`src/sv/lc3ie_ram.sv`:
```
// ----------------------------------------------------------------------------
// lc3ie_ram: generic single-port-write, single-port-read RAM
// One write and one read per cycle; read data registered.
// ----------------------------------------------------------------------------
module lc3ie_ram #(
  parameter int WIDTH = 16,
  parameter int DEPTH = 8
) (
  input  logic                     clk,
  input  logic                     we,
  input  logic [$clog2(DEPTH)-1:0] waddr,
  input  logic [WIDTH-1:0]         wdata,
  input  logic [$clog2(DEPTH)-1:0] raddr,
  output logic [WIDTH-1:0]         rdata
);

  logic [WIDTH-1:0] mem [DEPTH];

  always_ff @(posedge clk) begin
    if (we) begin
      mem[waddr] <= wdata;
    end
    rdata <= mem[raddr];
  end

endmodule

```
`config.mk`:
```
export PLATFORM = sky130hd
export DESIGN_NAME = lc3ie_ram
export DESIGN_NICKNAME = d
export VERILOG_FILES = /design/src/sv/lc3ie_ram.sv
export SDC_FILE = /design/constraint.sdc
export NUM_CORES = 1
export LEC_CHECK = 0
export ABC_AREA = 1
export BUFFER_PORTS_ARGS = -buffer_cell sky130_fd_sc_hd__buf_2
export CORE_ASPECT_RATIO = 2
export CORE_MARGIN = 2
export CORE_UTILIZATION = 60
export DETAILED_ROUTE_END_ITERATION = 12
export PLACE_DENSITY = 0.86
export SYNTH_ARGS = -nofsm -noshare
export SYNTH_HDL_FRONTEND = slang
export SYNTH_SLANG_ARGS = --single-unit
```
`constraint.sdc`:
```
create_clock -name clk -period 4.7 [get_ports clk]
set_input_delay 1.41 -clock clk [delete_from_list [all_inputs] [get_ports clk]]
set_output_delay 1.41 -clock clk [all_outputs]
set_load 0.005 [all_outputs]
```
==> results of run 1 <==
-- area by class of cell --
| class | instances | area (sq um) | area share |
|---|---|---|---|
| Tap cell | 132 | 165 | 0.0242 |
| Timing Repair Buffer | 49 | 270 | 0.0395 |
| Clock buffer | 20 | 437 | 0.0639 |
| Antenna cell | 1 | 2.50 | 0.000366 |
| Clock inverter | 12 | 143 | 0.0209 |
| Multi-Input combinational cell | 286 | 1150 | 0.169 |
| Sequential cell | 144 | 4160 | 0.609 |
| Inverter | 134 | 503 | 0.0736 |
-- state kept, by name, indices dropped and copies added, names as in the netlist --
register / cells
mem: 128
rdata: 16
-- power by group --
group | leakage, uW | internal (uW) | switching [uW]
registers | 0.00130 | 1450 | 13.6
logic | 0.00163 | 54.7 | 120
clock network | 0.000273 | 827 | 487
-- placed cells by master, fill, tap and decap left out, drive strengths merged --
master and count:
dfxtp 16, nand2 214, nor2 8, nand3 64, diode 1, clkbuf 20
edfxtp 128, buf 49, bufinv 3, clkinvlp 3, inv 135, clkinv 5
-- routing by layer --
layer	global-route usage	part of all wire	routed length [microns]	vias to the layer above
met5	0	0	0	-
li1	-	-	-	1903
met3	0.0792	0.076	955	41
met1	0.280	0.36	4530	1900
met2	0.411	0.53	6670	200
met4	0.119	0.029	369	0
-- through the flow --
step | power, uW | utilization
final | 2950 | 0.705
after global routing | 3030 | 0.705
after CTS | 2950 | 0.705
after detailed placement | 1650 | 0.645
after global placement | 1640 | 0.645
after floorplan | 1590 | -
-- logic make-up after synthesis --
family,Yosys count
buffers and inverters,157
flip-flops,144
AND/OR/NAND/NOR,286
-- how the worst min path moves through the flow --
| stage | slack (ps) | cells past startpoint | from | to |
|---|---|---|---|---|
| final | 630 | 6 | mem[1][13] | rdata[13] |
| after global routing | 680 | 6 | mem[1][13] | rdata[13] |
| after CTS | 630 | 6 | mem[0][10] | rdata[10] |
| after detailed placement | 620 | 6 | mem[0][10] | rdata[10] |
| after global placement | 600 | 6 | mem[1][2] | rdata[2] |
| after floorplan | 590 | 6 | mem[4][14] | rdata[14] |
-- worst register-to-register path: stages, from the launching register on --
cell	delay, ps
edfxtp_1	390
inv_1	70
nand2_1	70
nand3_1	120
nand2_1	70
nand2_1	90
nand2_1	90
==> flow_summary_export.csv, run 1 <==
group,metric,value,unit
yosys,post_synth_num_cell_types,10,
sta,min_period,2830,ps
layout,stdcell_count,778,
global_route,gr-total-overflow,0,
route,drc_errors,0,
clock_network,cts_resized,0,
clock_network,cts_hold_buf,0,
floorplan,fp.dieW,74.7,microns
sta,slew_violations,0,
yosys,yosys.area_share.adder,0,
sta,max_freq,354,MHz
place,place_hpwl,6460,microns
sta,setup-tns-final,0,ps
clock_network,cts_max_level,4,
setup_path,critical_path.top_delay_family,"buffers and inverters",
global_route,antenna_found_initial,0,
route,viasPerCell,5.20,
yosys,synth_nets,611,
worst_hold_path,hold_class,"reg -> reg",
yosys,synth-seq-area-share,0.695,
setup_path,startpoint,"raddr[1]",
pwr,power_leakage,0.00320,uW
clock_network,cts_buffer_depth,2,
sta,worst_pin_slew,1160,ps
yosys,synth_edf_count,128,
setup_path,r2r-start,"mem[0][5]",
yosys,synth_area_per_cell,10.2,sq um
pwr,power.density,431,mW/mm^2
sta,setup_viol,0,
sta,hold_viol_final,0,
floorplan,core-area,0.00970,sq mm
yosys,netlist_area,0.00599,sq mm
layout,finalNetCount,656,
global_route,grt_max_degree,65,
sta,rsz0062_at_grt,"no",
yosys,yosysTopAreaCell,"edfxtp_1",
setup_path,worstPathArrival,3180,ps
yosys,ys_async_sr_fraction,0,
yosys,synth.most_common_cell,"nand2_1",
setup_path,ff2ff_path_depth,6,
floorplan,die-area,0.0108,sq mm
route,vias,4044,
clock_network,cts_setup_buffers,0,
route,ant_nets,0,
setup_path,critPathMostFrequentCell,"nand2_1",
setup_path,cp-end-kind,"register",
place,pre_cts_slack,1510,ps
setup_path,worst-r2r-setup-slack,3670,ps
global_route,grt_pass1_wl,19300,microns
sta,whs,627,ps
clock_network,cts_sinks,144,
setup_path,cpMaxStageDelayCell,"inv_1",
route,drt_pass1_iterations,5,
yosys,synthXorXnorAreaFrac,0,
setup_path,crit_type,"in -> reg",
place,post_dp_cell_area,0.00626,sq mm
floorplan,core.rowCount,51,
outcome,status,"completed",
setup_path,worstReg2RegEnd,"rdata[5]",
clock_network,clockRootBuffer,"clkbuf_16",
layout,n_fill_cell,663,
yosys,synth_top_area_frac,0.642,
yosys,synth_top_family_by_area,"simple AND/OR/NAND/NOR gates",
clock_network,clk_latency,420,ps
sta,max_slew_margin,0.224,
pwr,vdd_drop_max,403,uV
place,io_buffers,39,
yosys,synth_cells,587,
sta,fin_ws,1870,ps
route,post_drt_wl_per_cell,16.1,microns
setup_path,crit_end,"rdata[8]",
clock_network,cts_tree,"yes",
floorplan,io_pins,40,
global_route,grt_pass1_vias,4005,
setup_path,path_cells,"buf_2, buf_4, inv_1, nand3_1, nand2_1, nand2_1, nand2_1",
route,drt_iter0_markers,368,
setup_path,critPathLaunchType,"input port",
yosys,yosysWarnings,0,
yosys,synth-simple-area-share,0.193,
floorplan,fp.dieH,145,microns
layout,layout-drive-gt1-share,0.118,
yosys,synth_ff_type,"edfxtp_1",
layout,final_area,0.00684,sq mm
setup_path,path_depth,7,
layout,area_delta_synth_final,14.2,%
route,wl,12500,microns
job,drv_cap,0,
floorplan,start_util,0.618,
place,place.gp.congestion,0.743,
setup_path,path_max_fanout,33,
clock_network,clk_pin_slew,60,ps
yosys,ys_ff_latch,144,
yosys,ys_top_cells_by_area,"edfxtp_1 64%, nand2_1 13%, inv_1 8.3%",
setup_path,path_buf_inv,3,
setup_path,cp.required,5050,ps
place,dp_cells,745,
global_route,grt_use_total,0.248,
yosys,synth-compound-area-share,0,
sta,fin_crit_sh,0.602,
clock_network,cts_inserted_buffers,17,
setup_path,slowest_delay,900,ps
yosys,muxShareOfSynthArea,0,
sta,fin_skew,7.60,ps
yosys,synth_common_cells,"214 x nand2_1, 133 x inv_1, 128 x edfxtp_1",
Note: power is estimated with default switching activity, not from simulation.
==> run 2, diff against run 1 <==
==> constraint.sdc (replaced) <==
create_clock -name clk -period 3 [get_ports clk]
set_input_delay 0.9 -clock clk [delete_from_list [all_inputs] [get_ports clk]]
set_output_delay 0.9 -clock clk [all_outputs]
set_load 0.005 [all_outputs]
==> flow_summary_export.csv, run 2 (same netlist as run 1, synthesis figures left out) <==
group,metric,value,unit
outcome,status,"completed",
place,place.gp.congestion,0.761,
clock_network,cts_sinks,144,
floorplan,fp.dieH,145,microns
place,place_hpwl,7100,microns
global_route,gr-total-overflow,0,
setup_path,worstReg2RegEnd,"rdata[1]",
global_route,grt_max_degree,65,
layout,finalNetCount,660,
sta,min_period,1780,ps
sta,fin_crit_sh,0.593,
pwr,swShare,0.207,
setup_path,critical_path.top_delay_family,"flip-flops",
layout,layout-drive-gt1-share,0.123,
place,io_buffers,39,
setup_path,worstPathArrival,880,ps
setup_path,slowest_delay,340,ps
clock_network,cts_setup_buffers,0,
layout,area_delta_synth_final,15.2,%
place,post_dp_cell_area,0.00630,sq mm
pwr,vdd_drop_max,491,uV
worst_hold_path,min_from,"mem[1][14]",
route,wl,12300,microns
sta,max_freq,562,MHz
pwr,pwr-share-clk,0.456,
layout,final_area,0.00690,sq mm
floorplan,fp.dieW,74.7,microns
sta,fin_skew,7.49,ps
clock_network,clk_latency,430,ps
route,vias,4047,
clock_network,cts_tree,"yes",
route,drt_iter0_markers,309,
clock_network,cts_inserted_buffers,17,
setup_path,worst-r2r-setup-slack,2030,ps
sta,worst_pin_slew,748,ps
pwr,p_int,3730,uW
setup_path,cpMaxStageDelayCell,"dfxtp_1",
pwr,pwr-share-comb,0.059,
global_route,grt_use_total,0.248,
worst_hold_path,hold_class,"reg -> reg",
setup_path,crit_type,"reg -> out",
sta,hold_viol_final,0,
sta,slew_violations,0,
layout,final_cell_mix,"214 x nand2_1, 133 x inv_1, 128 x edfxtp_1",
route,ant_nets,0,
route,drc_errors,0,
sta,setup_viol,0,
worst_hold_path,hold_end,"rdata[14]",
global_route,antenna_found_initial,1,
floorplan,die-area,0.0108,sq mm
clock_network,clk_pin_slew,60,ps
sta,whs,633,ps
floorplan,io_pins,40,
setup_path,cp.required,2100,ps
route,viasPerCell,5.18,
pwr,power.density,683,mW/mm^2
floorplan,core-area,0.00970,sq mm
pwr,power_leakage,0.00324,uW
layout,largest_reg_flops,128,
clock_network,cts_resized,0,
floorplan,core.rowCount,51,
layout,largest-register,"mem",
setup_path,r2r-start,"mem[1][1]",
global_route,grt_pass1_wl,19300,microns
setup_path,critPathLaunchType,"register",
route,post_drt_wl_per_cell,15.8,microns
pwr,seq_power_share,0.485,
setup_path,path_buf_inv,1,
job,drv_cap,0,
floorplan,start_util,0.618,
layout,n_fill_cell,646,
sta,fin_ws,1220,ps
layout,biggestRegsByFlops,"mem (128), rdata (16)",
pwr,netSwitchingPower,978,uW
setup_path,path_max_fanout,1,
sta,setup-tns-final,0,ps
place,pre_cts_slack,841,ps
clock_network,cts_hold_buf,0,
clock_network,cts_buffer_depth,2,
clock_network,cts_max_level,4,
layout,mostFrequentLayoutCell,"nand2_1",
worst_hold_path,min_path_cells,6,
sta,max_slew_margin,0.500,
global_route,grt_pass1_vias,4094,
setup_path,cp-end-kind,"primary output",
route,drt_pass1_iterations,5,
clock_network,clockRootBuffer,"clkbuf_16",
sta,rsz0062_at_grt,"no",
setup_path,path_cells,"buf_2",
setup_path,ff2ff_path_depth,6,
## run 2: cell type report
class	instances	area, sq um	share of cell area
Clock buffer	20	437	0.0633
Sequential cell	144	4160	0.603
Clock inverter	11	165	0.0239
Antenna cell	1	2.50	0.000363
Multi-Input combinational cell	286	1150	0.167
Tap cell	132	165	0.0239
Inverter	134	503	0.0729
Timing Repair Buffer	53	313	0.0453
## run 2: worst max-delay path by stage
stage | from | to | slack, ps | cells past startpoint
2_1_floorplan | waddr[0] | mem[0][0] | 880 | 3
3_3_place_gp | raddr[0] | rdata[9] | 900 | 8
3_5_place_dp | raddr[0] | rdata[8] | 840 | 8
4_1_cts | rdata[1] | rdata[1] | 1210 | 1
5_1_grt | raddr[0] | rdata[6] | 1130 | 7
6_report | rdata[1] | rdata[1] | 1220 | 1
## run 2: stage by stage
stage | util | std cells | power, uW
floorplan | - | 587 | 2490
global placement | 0.649 | 749 | 2580
detailed placement | 0.649 | 749 | 2600
CTS | 0.711 | 780 | 4720
global route | 0.712 | 781 | 4840
finish | 0.712 | 781 | 4710
## run 2: worst reg2reg max path: cells and delay by family, from the launching register on
kind	cells	cell delay, ps
buffers and inverters	1	100
flip-flops	1	390
AND/OR/NAND/NOR	5	370
## run 2: power groups by stage
stage          clock network [uW]  logic [uW]  registers [uW]
6_report                     2150         277            2290
4_1_cts                      2160         276            2290
3_3_place_gp                    0         256            2320
5_1_grt                      2240         308            2290
2_1_floorplan                   0         167            2330
3_5_place_dp                    0         272            2330
## run 2: routing by layer
metal | track usage | vias to the layer above | share of wire
met3 | 0.0764 | 47 | 0.088
met4 | 0.156 | 0 | 0.040
met2 | 0.394 | 227 | 0.52
met1 | 0.281 | 1861 | 0.35
li1 | - | 1912 | -
met5 | 0 | - | 0
==> run 3, diff against run 2 <==
--- a/config.mk
+++ b/config.mk
@@ -9,9 +9,9 @@
 export BUFFER_PORTS_ARGS = -buffer_cell sky130_fd_sc_hd__buf_2
 export CORE_ASPECT_RATIO = 2
 export CORE_MARGIN = 2
-export CORE_UTILIZATION = 60
+export CORE_UTILIZATION = 54
 export DETAILED_ROUTE_END_ITERATION = 12
-export PLACE_DENSITY = 0.86
+export PLACE_DENSITY = 0.82
 export SYNTH_ARGS = -nofsm -noshare
 export SYNTH_HDL_FRONTEND = slang
 export SYNTH_SLANG_ARGS = --single-unit
==> constraint.sdc (replaced) <==
create_clock -name clk -period 1.51 [get_ports clk]
set_input_delay 0.453 -clock clk [delete_from_list [all_inputs] [get_ports clk]]
set_output_delay 0.453 -clock clk [all_outputs]
set_load 0.005 [all_outputs]
==> flow_summary_export.csv, run 3 (same netlist as run 1, synthesis figures left out) <==
group,metric,value,unit
outcome,status,"completed",
clock_network,cts_tree,"yes",
layout,largest_reg_flops,128,
pwr,finalPower,9710,uW
pwr,swShare,0.204,
clock_network,cts_max_level,4,
setup_path,cp-end-kind,"primary output",
floorplan,fp.dieW,78.5,microns
sta,worst_pin_slew,292,ps
setup_path,cp.required,1060,ps
sta,fin_skew,8.39,ps
clock_network,cts_resized,0,
worst_hold_path,hold_class,"in -> reg",
global_route,grt_pass1_vias,4131,
setup_path,path_depth,1,
layout,n_fill_cell,760,
setup_path,slowest_delay,310,ps
setup_path,startpoint,"rdata[3]",
global_route,grt_use_met1,0.258,
layout,final_util,0.654,
route,drt_pass1_iterations,5,
setup_path,critPathLaunchType,"register",
sta,rsz0062_at_grt,"no",
layout,final_cell_mix,"214 x nand2_1, 133 x inv_1, 128 x edfxtp_1",
clock_network,clockRootBuffer,"clkbuf_16",
setup_path,worst-r2r-setup-slack,570,ps
route,drc_errors,0,
route,ant_nets,0,
setup_path,cpMaxStageDelayCell,"dfxtp_1",
sta,fin_ws,213,ps
setup_path,worstReg2RegEnd,"rdata[6]",
clock_network,cts_hold_buf,0,
route,wl,13100,microns
floorplan,start_util,0.551,
clock_network,clk_pin_slew,60,ps
setup_path,crit_type,"reg -> out",
global_route,antenna_found_initial,0,
floorplan,fp.dieH,153,microns
clock_network,cts_buffer_depth,2,
layout,area_delta_synth_final,18.9,%
sta,min_period,1300,ps
sta,setup_viol,0,
layout,layout-drive-gt1-share,0.139,
global_route,grt_use_total,0.230,
floorplan,io_pins,40,
setup_path,path_cells,"buf_2",
global_route,grt_pass1_wl,20200,microns
pwr,power_leakage,0.00333,uW
place,io_buffers,39,
global_route,grt_max_degree,65,
clock_network,cts_sinks,144,
setup_path,ff2ff_path_depth,6,
floorplan,core.rowCount,54,
setup_path,path_max_fanout,1,
route,vias,4067,
sta,slew_violations,0,
route,drt_iter0_markers,299,
clock_network,cts_setup_buffers,0,
sta,fin_crit_sh,0.859,
pwr,p_int,7730,uW
layout,largest-register,"mem",
layout,finalNetCount,666,
global_route,grt-busiest-layer,"met2",
sta,hold_viol_final,0,
floorplan,die-area,0.0120,sq mm
layout,diodes,0,
job,drv_cap,0,
clock_network,clk_latency,410,ps
layout,mostFrequentLayoutCell,"nand2_1",
floorplan,core-area,0.0109,sq mm
place,place.gp.congestion,0.808,
place,pre_cts_slack,83.3,ps
setup_path,path_buf_inv,1,
clock_network,cts_inserted_buffers,17,
setup_path,worstPathArrival,840,ps
global_route,grt_util_met2,0.389,
place,place_hpwl,7510,microns
pwr,seq_power_share,0.468,
layout,biggestRegsByFlops,"mem (128), rdata (16)",
route,viasPerCell,5.12,
pwr,power.density,1360,mW/mm^2
global_route,gr-total-overflow,0,
sta,max_slew_margin,0.806,
sta,max_freq,771,MHz
route,post_drt_wl_per_cell,16.5,microns
setup_path,critical_path.top_delay_family,"flip-flops",
setup_path,crit_end,"rdata[3]",
pwr,netSwitchingPower,1980,uW
pwr,vdd_drop_max,1140,uV
setup_path,r2r-start,"mem[3][6]",
global_route,use_met3,0.0478,
pwr,pwr-share-clk,0.470,
pwr,pwr-share-comb,0.062,
run 3: cell count changes in the layout (fill, tap and decap cells not counted), sizes merged:
cell,previous run,this run
diode,1,0
clkinv,5,3
bufinv,4,5
buf,53,59
clkbuf,20,22
run 3: worst min-delay path by stage:
stage               slack (ps)         end        from  depth (start not counted)
finish                     320   mem[4][4]    wdata[4]                          1
global route               320   mem[4][4]    wdata[4]                          1
CTS                        300  mem[3][14]   wdata[14]                          1
detailed placement         620   rdata[12]  mem[2][12]                          6
global placement           610   rdata[11]  mem[1][11]                          6
floorplan                  550   mem[0][0]    wdata[0]                          0
run 3: layout make-up:
type	count	area (sq um)	area share
clock buffers	22	464	0.0652
clock inverters	10	184	0.0258
inverters	134	503	0.0707
multi-input cells	286	1160	0.163
flip-flops and latches	144	4160	0.585
well taps	140	175	0.0246
repair buffers	59	470	0.0661
run 3: layer usage:
| metal | share of wire | vias to the layer above |
|---|---|---|
| li1 | - | 1931 |
| met1 | 0.36 | 1906 |
| met2 | 0.53 | 171 |
| met3 | 0.058 | 59 |
| met4 | 0.052 | 0 |
| met5 | 0 | - |
run 3: through the flow:
stage	TNS [ps]	instance area (sq um)	hold WS, ps	cells
after CTS	0	7120	298	795
after global placement	0	6470	608	763
final	0	7120	322	795
after global routing	0	7120	318	795
after floorplan	-15200	5990	552	587
after detailed placement	0	6470	618	763
run 3: power by group through the flow:
| stage | combinational (uW) | sequential (uW) | clock (uW) |
|---|---|---|---|
| global route | 664 | 4550 | 4810 |
| global placement | 563 | 4610 | 0 |
| floorplan | 333 | 4620 | 0 |
| detailed placement | 589 | 4620 | 0 |
| CTS | 600 | 4540 | 4620 |
| finish | 602 | 4540 | 4570 |
